===== src/hw/rtl/cmrh_pkg.sv =====
// ----------------------------------------------------------------------------
// cmrh_pkg
// Shared types, register indexes, reset values and constant dividers for the
// column motor ramp and homing controller.
// ----------------------------------------------------------------------------
package cmrh_pkg;

    localparam int unsigned SpeedW   = 8;
    localparam int unsigned CurrentW = 10;
    localparam int unsigned RefW     = 16;
    localparam int unsigned CfgIdxW  = 2;
    localparam int unsigned CfgDataW = 16;

    localparam logic [SpeedW-1:0]   SpeedReset   = 8'd250;
    localparam logic [CurrentW-1:0] LimitReset   = 10'd135;
    localparam logic [RefW-1:0]     RefTickReset = 16'd50;
    localparam logic [SpeedW-1:0]   DutyMax      = 8'd255;

    localparam logic [CfgIdxW-1:0] REG_TARGET_SPEED    = 2'd0;
    localparam logic [CfgIdxW-1:0] REG_CURRENT_LIMIT   = 2'd1;
    localparam logic [CfgIdxW-1:0] REG_REFERENCE_TICKS = 2'd2;

    typedef enum logic [1:0] {
        CMD_LIFT      = 2'd0,
        CMD_RETRACT   = 2'd1,
        CMD_REFERENCE = 2'd2
    } t_cmd;

    typedef struct packed {
        logic [SpeedW-1:0]   lift_step;
        logic [SpeedW-1:0]   lift_top;
        logic [SpeedW-1:0]   ret_step;
        logic [SpeedW-1:0]   ret_top;
        logic [CurrentW-1:0] current_limit;
    } t_cfg;

    typedef struct packed {
        logic            load;
        logic [RefW-1:0] value;
    } t_ref_load;

    // Exact constant division of an 8-bit value by reciprocal multiplication.
    function automatic logic [SpeedW-1:0] div_const(input logic [SpeedW-1:0] x,
                                                    input logic [8:0] mul,
                                                    input logic [3:0] shift);
        logic [17:0] p;
        p = 18'(x) * 18'(mul);
        return SpeedW'(p >> shift);
    endfunction

    function automatic logic [SpeedW-1:0] div9(input logic [SpeedW-1:0] x);
        return div_const(x, 9'd57, 4'd9);
    endfunction

    function automatic logic [SpeedW-1:0] div10(input logic [SpeedW-1:0] x);
        return div_const(x, 9'd205, 4'd11);
    endfunction

    function automatic logic [SpeedW-1:0] div20(input logic [SpeedW-1:0] x);
        return div_const(x, 9'd205, 4'd12);
    endfunction

    function automatic logic [SpeedW-1:0] div21(input logic [SpeedW-1:0] x);
        return div_const(x, 9'd391, 4'd13);
    endfunction

    function automatic logic [SpeedW-1:0] sat_add(input logic [SpeedW-1:0] a,
                                                  input logic [SpeedW-1:0] b);
        logic [SpeedW:0] s;
        s = {1'b0, a} + {1'b0, b};
        return s[SpeedW] ? DutyMax : s[SpeedW-1:0];
    endfunction

endpackage


===== src/hw/rtl/cmrh_in_if.sv =====
// ----------------------------------------------------------------------------
// cmrh_in_if
// Tick channel: command, sampled motor current and lower endstop level.
// ----------------------------------------------------------------------------
interface cmrh_in_if;
    logic                          valid;
    logic                          ready;
    logic [1:0]                    cmd;
    logic [cmrh_pkg::CurrentW-1:0] motor_current;
    logic                          at_endstop;

    modport source (output valid, output cmd, output motor_current, output at_endstop,
                    input ready);
    modport sink   (input valid, input cmd, input motor_current, input at_endstop,
                    output ready);
endinterface


===== src/hw/rtl/cmrh_out_if.sv =====
// ----------------------------------------------------------------------------
// cmrh_out_if
// Result channel: both duties after the tick and the done flag.
// ----------------------------------------------------------------------------
interface cmrh_out_if;
    logic                        valid;
    logic                        ready;
    logic [cmrh_pkg::SpeedW-1:0] up_duty;
    logic [cmrh_pkg::SpeedW-1:0] down_duty;
    logic                        done_res;

    modport source (output valid, output up_duty, output down_duty, output done_res,
                    input ready);
    modport sink   (input valid, input up_duty, input down_duty, input done_res,
                    output ready);
endinterface


===== src/hw/rtl/cmrh_cfg.sv =====
// ----------------------------------------------------------------------------
// cmrh_cfg
// Configuration registers. Ramp steps and ramp end levels are derived from the
// target speed when it is written.
// ----------------------------------------------------------------------------
module cmrh_cfg (
    input  logic                          i_clk,
    input  logic                          i_rst_n,
    input  logic                          i_cfg_we,
    input  logic [cmrh_pkg::CfgIdxW-1:0]  i_cfg_idx,
    input  logic [cmrh_pkg::CfgDataW-1:0] i_cfg_data,
    output cmrh_pkg::t_cfg                o_cfg,
    output cmrh_pkg::t_ref_load           o_ref_load
);

    logic [cmrh_pkg::SpeedW-1:0]   w_speed;
    logic [cmrh_pkg::SpeedW-1:0]   r_lift_step;
    logic [cmrh_pkg::SpeedW-1:0]   r_lift_top;
    logic [cmrh_pkg::SpeedW-1:0]   r_ret_step;
    logic [cmrh_pkg::SpeedW-1:0]   r_ret_top;
    logic [cmrh_pkg::CurrentW-1:0] r_limit;

    assign w_speed = i_cfg_data[cmrh_pkg::SpeedW-1:0];

    always_ff @(posedge i_clk) begin
        if (!i_rst_n) begin
            r_lift_step <= cmrh_pkg::div9(cmrh_pkg::SpeedReset);
            r_lift_top  <= cmrh_pkg::SpeedReset - cmrh_pkg::div10(cmrh_pkg::SpeedReset);
            r_ret_step  <= cmrh_pkg::div20(cmrh_pkg::SpeedReset);
            r_ret_top   <= cmrh_pkg::SpeedReset - cmrh_pkg::div21(cmrh_pkg::SpeedReset);
            r_limit     <= cmrh_pkg::LimitReset;
        end else if (i_cfg_we) begin
            case (i_cfg_idx)
                cmrh_pkg::REG_TARGET_SPEED: begin
                    r_lift_step <= cmrh_pkg::div9(w_speed);
                    r_lift_top  <= w_speed - cmrh_pkg::div10(w_speed);
                    r_ret_step  <= cmrh_pkg::div20(w_speed);
                    r_ret_top   <= w_speed - cmrh_pkg::div21(w_speed);
                end
                cmrh_pkg::REG_CURRENT_LIMIT: begin
                    r_limit <= i_cfg_data[cmrh_pkg::CurrentW-1:0];
                end
                default: begin
                end
            endcase
        end
    end

    assign o_cfg.lift_step     = r_lift_step;
    assign o_cfg.lift_top      = r_lift_top;
    assign o_cfg.ret_step      = r_ret_step;
    assign o_cfg.ret_top       = r_ret_top;
    assign o_cfg.current_limit = r_limit;

    assign o_ref_load.load  = i_cfg_we && (i_cfg_idx == cmrh_pkg::REG_REFERENCE_TICKS);
    assign o_ref_load.value = i_cfg_data[cmrh_pkg::RefW-1:0];

endmodule


===== src/hw/rtl/cmrh_tick.sv =====
// ----------------------------------------------------------------------------
// cmrh_tick
// Next-state logic of one control tick: lift ramp with current stop, retract
// ramp with endstop stop, and the reference run sequence.
// ----------------------------------------------------------------------------
module cmrh_tick (
    input  logic [1:0]                    i_cmd,
    input  logic [cmrh_pkg::CurrentW-1:0] i_current,
    input  logic                          i_endstop,
    input  logic [cmrh_pkg::SpeedW-1:0]   i_raise,
    input  logic [cmrh_pkg::SpeedW-1:0]   i_lower,
    input  logic [cmrh_pkg::RefW-1:0]     i_ref_left,
    input  cmrh_pkg::t_cfg                i_cfg,
    output logic [cmrh_pkg::SpeedW-1:0]   o_raise,
    output logic [cmrh_pkg::SpeedW-1:0]   o_lower,
    output logic [cmrh_pkg::RefW-1:0]     o_ref_left,
    output logic                          o_done
);

    logic [cmrh_pkg::SpeedW-1:0] w_lift_raise;
    logic                        w_lift_done;
    logic [cmrh_pkg::SpeedW-1:0] w_ret_lower;
    logic                        w_ret_done;

    always_comb begin
        w_lift_raise = i_raise;
        w_lift_done  = 1'b0;
        if (i_raise < i_cfg.lift_top) begin
            w_lift_raise = cmrh_pkg::sat_add(i_raise, i_cfg.lift_step);
        end else if (i_current > i_cfg.current_limit) begin
            w_lift_raise = '0;
            w_lift_done  = 1'b1;
        end
    end

    always_comb begin
        w_ret_lower = i_lower;
        w_ret_done  = 1'b0;
        if (i_endstop) begin
            w_ret_lower = '0;
            w_ret_done  = 1'b1;
        end else if (i_lower < i_cfg.ret_top) begin
            w_ret_lower = cmrh_pkg::sat_add(i_lower, i_cfg.ret_step);
        end
    end

    always_comb begin
        o_raise    = i_raise;
        o_lower    = i_lower;
        o_ref_left = i_ref_left;
        o_done     = 1'b0;
        case (cmrh_pkg::t_cmd'(i_cmd))
            cmrh_pkg::CMD_LIFT: begin
                o_raise = w_lift_raise;
                o_done  = w_lift_done;
            end
            cmrh_pkg::CMD_RETRACT: begin
                o_lower = w_ret_lower;
                o_done  = w_ret_done;
            end
            cmrh_pkg::CMD_REFERENCE: begin
                // The lift phase of a reference run never reports done.
                if (i_ref_left != '0) begin
                    o_raise    = w_lift_raise;
                    o_ref_left = i_ref_left - cmrh_pkg::RefW'(1);
                end else if (i_raise == '0) begin
                    o_lower = w_ret_lower;
                    o_done  = w_ret_done;
                end else begin
                    o_raise = '0;
                end
            end
            default: begin
            end
        endcase
    end

endmodule


===== src/hw/rtl/column_motor_ramp_homing.sv =====
// ----------------------------------------------------------------------------
// column_motor_ramp_homing
// Soft-start PWM ramp for a lifting column motor with current limit and a
// reference run.
// ----------------------------------------------------------------------------
// One tick word is accepted every clock cycle unless a stalled result word
// holds the input register: the word is captured in an input register, the
// tick logic updates the duty and counter state, and the result is held in an
// output register until it is taken. The duties on the result port are the
// state registers themselves. Configuration writes take effect on the next
// cycle; writing reference_ticks also reloads the reference run counter.
module column_motor_ramp_homing (
    input  logic                          i_clk,
    input  logic                          i_rst_n,
    cmrh_in_if.sink                       i_in_ch,
    cmrh_out_if.source                    o_out_ch,
    input  logic                          i_cfg_we,
    input  logic [cmrh_pkg::CfgIdxW-1:0]  i_cfg_idx,
    input  logic [cmrh_pkg::CfgDataW-1:0] i_cfg_data
);

    cmrh_pkg::t_cfg      w_cfg;
    cmrh_pkg::t_ref_load w_ref_load;

    logic                          r_in_valid;
    logic [1:0]                    r_cmd;
    logic [cmrh_pkg::CurrentW-1:0] r_current;
    logic                          r_endstop;

    logic                          r_out_valid;
    logic                          r_done;
    logic [cmrh_pkg::SpeedW-1:0]   r_raise;
    logic [cmrh_pkg::SpeedW-1:0]   r_lower;
    logic [cmrh_pkg::RefW-1:0]     r_ref_left;

    logic [cmrh_pkg::SpeedW-1:0]   n_raise;
    logic [cmrh_pkg::SpeedW-1:0]   n_lower;
    logic [cmrh_pkg::RefW-1:0]     n_ref_left;
    logic                          n_done;

    logic                          w_advance;
    logic                          w_in_ready;

    cmrh_cfg u_cfg (
        .i_clk      (i_clk),
        .i_rst_n    (i_rst_n),
        .i_cfg_we   (i_cfg_we),
        .i_cfg_idx  (i_cfg_idx),
        .i_cfg_data (i_cfg_data),
        .o_cfg      (w_cfg),
        .o_ref_load (w_ref_load)
    );

    cmrh_tick u_tick (
        .i_cmd      (r_cmd),
        .i_current  (r_current),
        .i_endstop  (r_endstop),
        .i_raise    (r_raise),
        .i_lower    (r_lower),
        .i_ref_left (r_ref_left),
        .i_cfg      (w_cfg),
        .o_raise    (n_raise),
        .o_lower    (n_lower),
        .o_ref_left (n_ref_left),
        .o_done     (n_done)
    );

    assign w_advance  = !r_out_valid || o_out_ch.ready;
    assign w_in_ready = !r_in_valid || w_advance;

    always_ff @(posedge i_clk) begin
        if (!i_rst_n) begin
            r_in_valid  <= 1'b0;
            r_out_valid <= 1'b0;
            r_raise     <= '0;
            r_lower     <= '0;
            r_ref_left  <= cmrh_pkg::RefTickReset;
        end else begin
            if (w_in_ready) begin
                r_in_valid <= i_in_ch.valid;
            end
            if (w_advance) begin
                r_out_valid <= r_in_valid;
            end
            if (w_advance && r_in_valid) begin
                r_raise    <= n_raise;
                r_lower    <= n_lower;
            end
            if (w_ref_load.load) begin
                r_ref_left <= w_ref_load.value;
            end else if (w_advance && r_in_valid) begin
                r_ref_left <= n_ref_left;
            end
        end
    end

    always_ff @(posedge i_clk) begin
        if (w_in_ready && i_in_ch.valid) begin
            r_cmd     <= i_in_ch.cmd;
            r_current <= i_in_ch.motor_current;
            r_endstop <= i_in_ch.at_endstop;
        end
        if (w_advance && r_in_valid) begin
            r_done <= n_done;
        end
    end

    assign i_in_ch.ready      = w_in_ready;
    assign o_out_ch.valid     = r_out_valid;
    assign o_out_ch.up_duty   = r_raise;
    assign o_out_ch.down_duty = r_lower;
    assign o_out_ch.done_res  = r_done;

endmodule


===== src/flat_wrapper.sv =====
// flat-port wrapper written by rule: the top's interface ports become plain ports
module column_motor_ramp_homing_flat 
  (i_clk, i_rst_n, i_cfg_we, i_cfg_idx, i_cfg_data, i_in_ch_valid, i_in_ch_cmd, i_in_ch_motor_current, i_in_ch_at_endstop, i_in_ch_ready, o_out_ch_valid, o_out_ch_up_duty, o_out_ch_down_duty, o_out_ch_done_res, o_out_ch_ready);
  cmrh_in_if i_in_ch_i ();
  cmrh_out_if o_out_ch_i ();
  input  logic i_clk;
  input  logic i_rst_n;
  input  logic i_cfg_we;
  input  logic [cmrh_pkg::CfgIdxW-1:0] i_cfg_idx;
  input  logic [cmrh_pkg::CfgDataW-1:0] i_cfg_data;
  input wire logic [$bits(i_in_ch_i.valid)-1:0] i_in_ch_valid;
  input wire logic [$bits(i_in_ch_i.cmd)-1:0] i_in_ch_cmd;
  input wire logic [$bits(i_in_ch_i.motor_current)-1:0] i_in_ch_motor_current;
  input wire logic [$bits(i_in_ch_i.at_endstop)-1:0] i_in_ch_at_endstop;
  output wire logic [$bits(i_in_ch_i.ready)-1:0] i_in_ch_ready;
  output wire logic [$bits(o_out_ch_i.valid)-1:0] o_out_ch_valid;
  output wire logic [$bits(o_out_ch_i.up_duty)-1:0] o_out_ch_up_duty;
  output wire logic [$bits(o_out_ch_i.down_duty)-1:0] o_out_ch_down_duty;
  output wire logic [$bits(o_out_ch_i.done_res)-1:0] o_out_ch_done_res;
  input wire logic [$bits(o_out_ch_i.ready)-1:0] o_out_ch_ready;
  assign i_in_ch_i.valid = i_in_ch_valid;
  assign i_in_ch_i.cmd = i_in_ch_cmd;
  assign i_in_ch_i.motor_current = i_in_ch_motor_current;
  assign i_in_ch_i.at_endstop = i_in_ch_at_endstop;
  assign i_in_ch_ready = i_in_ch_i.ready;
  assign o_out_ch_valid = o_out_ch_i.valid;
  assign o_out_ch_up_duty = o_out_ch_i.up_duty;
  assign o_out_ch_down_duty = o_out_ch_i.down_duty;
  assign o_out_ch_done_res = o_out_ch_i.done_res;
  assign o_out_ch_i.ready = o_out_ch_ready;
  column_motor_ramp_homing u_core (.i_clk(i_clk), .i_rst_n(i_rst_n), .i_in_ch(i_in_ch_i), .o_out_ch(o_out_ch_i), .i_cfg_we(i_cfg_we), .i_cfg_idx(i_cfg_idx), .i_cfg_data(i_cfg_data));
endmodule

===== config.mk =====
export PLATFORM = sky130hd
export DESIGN_NAME = column_motor_ramp_homing_flat
export DESIGN_NICKNAME = d
export VERILOG_FILES = /design/src/hw/rtl/cmrh_pkg.sv /design/src/hw/rtl/cmrh_in_if.sv /design/src/hw/rtl/cmrh_out_if.sv /design/src/hw/rtl/cmrh_cfg.sv /design/src/hw/rtl/cmrh_tick.sv /design/src/hw/rtl/column_motor_ramp_homing.sv /design/src/flat_wrapper.sv
export SDC_FILE = /design/constraint.sdc
export NUM_CORES = 1
export LEC_CHECK = 0
export BUFFER_PORTS_ARGS = -buffer_cell sky130_fd_sc_hd__buf_2
export CORE_MARGIN = 4
export CORE_UTILIZATION = 40
export CTS_CLUSTER_SIZE = 30
export DETAILED_ROUTE_END_ITERATION = 10
export PLACE_DENSITY = 0.63
export SLEW_MARGIN = 30
export SYNTH_ARGS = -nofsm -noshare
export SYNTH_HDL_FRONTEND = slang
export SYNTH_SLANG_ARGS = --single-unit

===== constraint.sdc =====
create_clock -name i_clk -period 10.9 [get_ports i_clk]
set_input_delay 2.18 -clock i_clk [delete_from_list [all_inputs] [get_ports i_clk]]
set_output_delay 2.18 -clock i_clk [all_outputs]
set_load 0.05 [all_outputs]

==> Yosys cells after proc, flatten, opt, wreduce, memory -nomap -nowiden <==
Index checks and enable logic that the tools add are counted.
{ "word_totals": {"reg_bits": 83, "input_bits": 36, "word_cells": 75} }
{ "op_classes": {"addsub": 5, "n_mul": 3, "order_cmp": 3, "eq_ne": 7, "n_mux": 22, "n_reduce_logical": 21} }
{ "op_table": {"columns": ["cell", "n"], "rows": [
  ["8-bit two-way mux", 10],
  ["16-bit two-way mux", 4],
  ["8-bit one-hot mux with 2 select lines", 2],
  ["8-bit by 9-bit multiplier with 17-bit output (second input constant)", 1],
  ["8-bit < comparator", 2],
  ["8-bit by 8-bit multiplier with 16-bit output (second input constant)", 1],
  ["16-bit nonzero test", 1],
  ["16-bit by 1-bit subtractor with 16-bit output (second input constant)", 1],
  ["8-bit by 6-bit multiplier with 14-bit output (second input constant)", 1],
  ["10-bit > comparator", 1],
  ["2-bit nonzero test", 5],
  ["8-bit by 4-bit adder with 9-bit output", 1],
  ["8-bit by 5-bit adder with 9-bit output", 1],
  ["8-bit zero test", 1],
  ["8-bit by 4-bit subtractor with 8-bit output", 1],
  ["8-bit by 5-bit subtractor with 8-bit output", 1],
  ["3-bit AND reduction", 2],
  ["1-bit two-way mux", 5],
  ["2-bit by 1-bit == test with 1-bit output (second input constant)", 2],
  ["2-bit == test (second input constant)", 2],
  ["2-bit zero test", 2],
  ["2-bit inequality test (second input constant)", 2],
  ["2-bit AND reduction", 2],
  ["4-bit AND reduction", 1],
  ["other kinds (5)", 9]
]} }

==> Longest topological paths before layout <==
{ "depth": {"word_depth": 7, "mapped_depth": 24, "mapped_depth_nobuf": 24} }

==> Hierarchy <==
Synthesis repeated with hierarchy kept, for this count alone.
{ "hier_totals": {"hier_cells": 1015, "hier_area_um2": 8655.8} }
{ "by_module_without_submodules": {"columns": ["mod", "n_inst", "cells_per_inst", "area_per_inst_um2", "seq_area_each_um2"], "rows": [
  ["cmrh_cfg", 1, 524, 4591.9, 700.7],
  ["cmrh_tick", 1, 301, 2203.4, 0.0],
  ["column_motor_ramp_homing", 1, 190, 1860.5, 1101.1]
]} }

==> Least setup slack after synthesis <==
Ideal clock, no wire load.
{ "synth_path": {"kind": "input-to-reg", "startpoint": "input port i_cfg_data[6] (netlist bit)", "endpoint": "register u_core.u_cfg.r_ret_top[7] (netlist bit)", "setup_ns": 0.136, "t_arrival_ns": 6.428, "required_ns": 10.764, "path_slack_ns": 4.335, "path_stages": 20, "n_path_buf": 0, "cell_sequence": "inv_1 > ha_1 > inv_1 > ha_1 > fa_1 > fa_1 > ha_1 > a2111o_1 > or4_1 > and3_1 > nor2_1 > inv_1 > ha_1 > nor2b_1 > o21ai_0 > nand2b_1 > a211oi_1 > nand2_1 > xnor2_1 > a31oi_1"} }
{ "synth_via": {"elab_chain_cells": 2} }
{ "synth_rtl": {"columns": ["element", "line_no", "source"], "rows": [
  ["start, declared", "flat_wrapper.sv:10", "input logic [cmrh_pkg::CfgDataW-1:0] i_cfg_data;"],
  ["8-bit by 9-bit multiplier with 17-bit output", "cmrh_pkg.sv:47", "p = 18'(x) * 18'(mul);"],
  ["8-bit by 4-bit subtractor with 8-bit output *", "cmrh_cfg.sv:38", "r_ret_top <= w_speed - cmrh_pkg::div21(w_speed);"],
  ["end signal, assigned", "cmrh_cfg.sv:30", "r_ret_top <= cmrh_pkg::SpeedReset - cmrh_pkg::div21(cmrh_pkg::SpeedReset);"],
  ["end signal, assigned", "cmrh_cfg.sv:38", null],
  ["end, declared", "cmrh_cfg.sv:20", "logic [cmrh_pkg::SpeedW-1:0] r_ret_top;"]
]} }
Mark *: on every way between the ends. The rest lies on a longest branch, timed or not.
A chain may end at the register's enable or synchronous reset.

==> Final worst setup path <==
{ "layout_path": {"startpoint": "input port i_cfg_data[5] (netlist bit)", "endpoint": "register u_core.u_cfg.r_lift_top[5] (netlist bit)"} }
{ "layout_via": {"elab_chain_cells": 2} }
{ "layout_rtl": {"columns": ["element", "line_no", "source"], "rows": [
  ["8-bit by 8-bit multiplier with 16-bit output", "cmrh_pkg.sv:47", null],
  ["8-bit by 5-bit subtractor with 8-bit output *", "cmrh_cfg.sv:36", "r_lift_top <= w_speed - cmrh_pkg::div10(w_speed);"],
  ["end signal, assigned", "cmrh_cfg.sv:28", "r_lift_top <= cmrh_pkg::SpeedReset - cmrh_pkg::div10(cmrh_pkg::SpeedReset);"],
  ["end signal, assigned", "cmrh_cfg.sv:36", null],
  ["end, declared", "cmrh_cfg.sv:18", "logic [cmrh_pkg::SpeedW-1:0] r_lift_top;"]
]} }
Marks and branches as above.

==> run metrics <==
Tmin final 7120 ps; post-synthesis sequential area ratio 24.3%; setup TNS 0 ps; die height 144 um; Syn-to-layout area delta 11.2%; synthesis-stage register bit count 83; share of layout cells above drive strength 1 9.60%; Post-DP HPWL 13.1 mm; Setup Buffers After CTS 0; cell area after layout 8230 sq um; largest net degree at the start of global routing 81; Nets 1067; Worst VDD drop 0.0642 mV; hold wc startpoint u_core.u_cfg.r_limit[3]$_SDFFE_PN0P_; 1st-pass router iterations 4; power per cell area 138 nW/um^2; cts hold-fix bufs 0; fin crit share 65.3%; global-route wire length before repair 28.4 mm; Via density 5.23; Vias 5721; DRT Wirelength 16.7 mm; DP Area 7900 sq um; GRT Residual Overflow 0; CTS tree done; outcome complete, no violations; unrepaired setup endpoints after global routing no; Worst Hold Path EP u_core.u_cfg.r_limit[3]$_SDFFE_PN0P_; # IOs 55; initial core utilization 40.9%; Worst-Skew Late Latency 350 ps; flop-to-flop setup slack 8310 ps; Worst slew margin 48.6%; GPL Wtd Cong 0.865; Worst setup EP type flip-flop; CTS Sinks 83; level count of the clock H-tree 3; dominant synthesized flop cell dfxtp_1; Gate Count Post-Synth 814; CTS Buf Count 9; Hold Crit Depth 2; Post-synth ARST share 0%; FMAX 0.141 GHz; Critical R2R Launch u_core.r_ref_left[12]$_SDFFE_PN0P_; Worst EP required 11090 ps; most frequent cells in the layout ha_1 (138), inv_1 (110), nand2_1 (70), dfxtp_1 (69), buf_2 (54); Worst Setup SP i_cfg_data[5]; count of final hold-check violations 0; Post-Route Skew 7.43 ps; Max Slew Vio Count 0; Ant. Diodes 0; WP data arrival 7310 ps; clock slew at reported path FFs 60 ps; Setup violations, final 0; max cap viols 0; Startpoint Class input pin; Iter 0 DRT Violations 291; peak fanout along the critical path 13; Bufs on Longest Clock Path 2; syn_nets 1021; LEAKAGE 4.04 nW; Gates resized, CTS repair 0; drt drc 0; GRT Total Usage 16.9%; Synth Area per Inst 9.09 sq um; Avg WL per Cell 15.2 um; CORE AREA 18100 sq um; R2R Path End u_core.o_out_ch.down_duty[0]$_SDFFE_PN0P_; worst-margin pin slew 772 ps; Setup CP Type input pin to flip-flop; synth warn 0; synthesized cell area 7400 sq um; Die X 144 um; port bufs 54; R2R depth 7; EDFF count, synth 14; synth unique cells 68; die area 20700 sq um; HP Class flip-flop to flip-flop; Post-DRT Antenna Nets 0; cell row count 49; most common cell after layout, fill and taps aside ha_1; vias in the first global route 5517; clock tree root buffer cell clkbuf_16; antenna violations before repair 0
==> per-layer routing <==
layer / track usage [%] / vias to the layer above / wire length (um) / share of wire, %
li1: - / 2962 / - / -
met1: 25.1 / 2663 / 8680 / 52
met2: 26.1 / 79 / 7320 / 44
met3: 2.28 / 17 / 492 / 3.0
met4: 3.96 / 0 / 190 / 1.1
met5: 0 / - / 0 / 0
==> per-stage QoR <==
| stage | cells | hold slack [ps] | setup WS (ps) | utilization [%] | power [W] |
|---|---|---|---|---|---|
| finish | 1094 | 469 | 3780 | 45.5 | 0.00114 |
| global route | 1094 | 481 | 3280 | 45.5 | 0.00124 |
| CTS | 1094 | 469 | 3750 | 45.5 | 0.00115 |
| detailed placement | 1078 | 461 | 3400 | 43.7 | 0.000806 |
| global placement | 1077 | 455 | 3490 | 43.6 | 0.000801 |
| floorplan | 814 | 443 | 4340 | - | 0.000690 |
==> logic make-up after synthesis <==
kind of cell	synth area share [%]
flip-flops	24.3
AND/OR/NAND/NOR	13.9
AO/OA/AOI/OAI	18.3
adder cells (fa/ha/maj)	32.3
XOR/XNOR	4.14
multiplexers	0.271
buffers and inverters	6.80
==> final cells by class <==
class | count | area, sq um
clock buffers | 11 | 243
multi-input cells | 599 | 5110
well taps | 229 | 287
repair buffers | 56 | 289
fillers | 1754 | 9860
inverters | 111 | 417
clock inverters | 5 | 85.1
flip-flops and latches | 83 | 1800
==> synth_stat cells (all sizes together), types with 5 or more instances <==
master	n	area, sq um
nor2b	13	81.3
or3	5	31.3
a211o	6	52.6
inv	110	413
nand2b	7	43.8
and3	8	50.1
clkbuf	19	71.3
xor2	13	114
a31oi	10	62.6
fa	33	661
o21ai	38	190
a21boi	12	90.1
nor2	35	131
o211a	11	110
o211ai	22	165
nor3	6	46.3
a21o	11	82.6
nand2	70	263
nand3	18	90.1
xnor2	22	193
edfxtp	14	420
and2	5	31.3
ha	138	1730
a21oi	37	185
a211oi	5	37.5
nand4	10	62.6
dfxtp	69	1380
o21a	7	52.6
==> registers in the layout (all words and copies together) (netlist names), 2 cells and up <==
name,cells
u_core.u_cfg.r_lift_top,8
u_core.u_cfg.r_limit,10
u_core.o_out_ch.up_duty,8
u_core.r_ref_left,16
u_core.o_out_ch.down_duty,8
u_core.u_cfg.r_ret_top,8
u_core.u_cfg.r_ret_step,4
u_core.u_cfg.r_lift_step,5
u_core.r_current,10
u_core.r_cmd,2
==> power by group <==
part           switching, W  internal (W)
combinational      0.000263      0.000195
sequential        0.0000131      0.000329
clock              0.000128      0.000208
==> worst max-delay path by stage <==
stage / end / slack (ps)
4_1_cts: u_core.u_cfg.r_lift_top[5]$_SDFFE_PN1P_ / 3750
2_1_floorplan: u_core.u_cfg.r_ret_top[7]$_SDFFE_PN1P_ / 4340
6_report: u_core.u_cfg.r_lift_top[5]$_SDFFE_PN1P_ / 3780
3_3_place_gp: u_core.u_cfg.r_lift_top[5]$_SDFFE_PN1P_ / 3490
5_1_grt: u_core.u_cfg.r_lift_top[5]$_SDFFE_PN1P_ / 3280
3_5_place_dp: u_core.u_cfg.r_lift_top[5]$_SDFFE_PN1P_ / 3400
==> worst max-delay path, cell delays in order <==
cell and delay [ps]:
buf_2 320, inv_1 260, ha_1 400, inv_1 70
fa_1 480, inv_1 50, fa_1 490, inv_1 50
fa_1 530, inv_1 40, ha_1 200, a21o_1 150
a21oi_1 190, o221ai_1 150, xnor2_1 320, ha_1 290
nor2b_1 120, o21ai_0 190, a21oi_1 120, o21ai_0 230
nor2b_1 200, mux2i_1 210, a31oi_1 50
(Power assumes the default switching activity.)
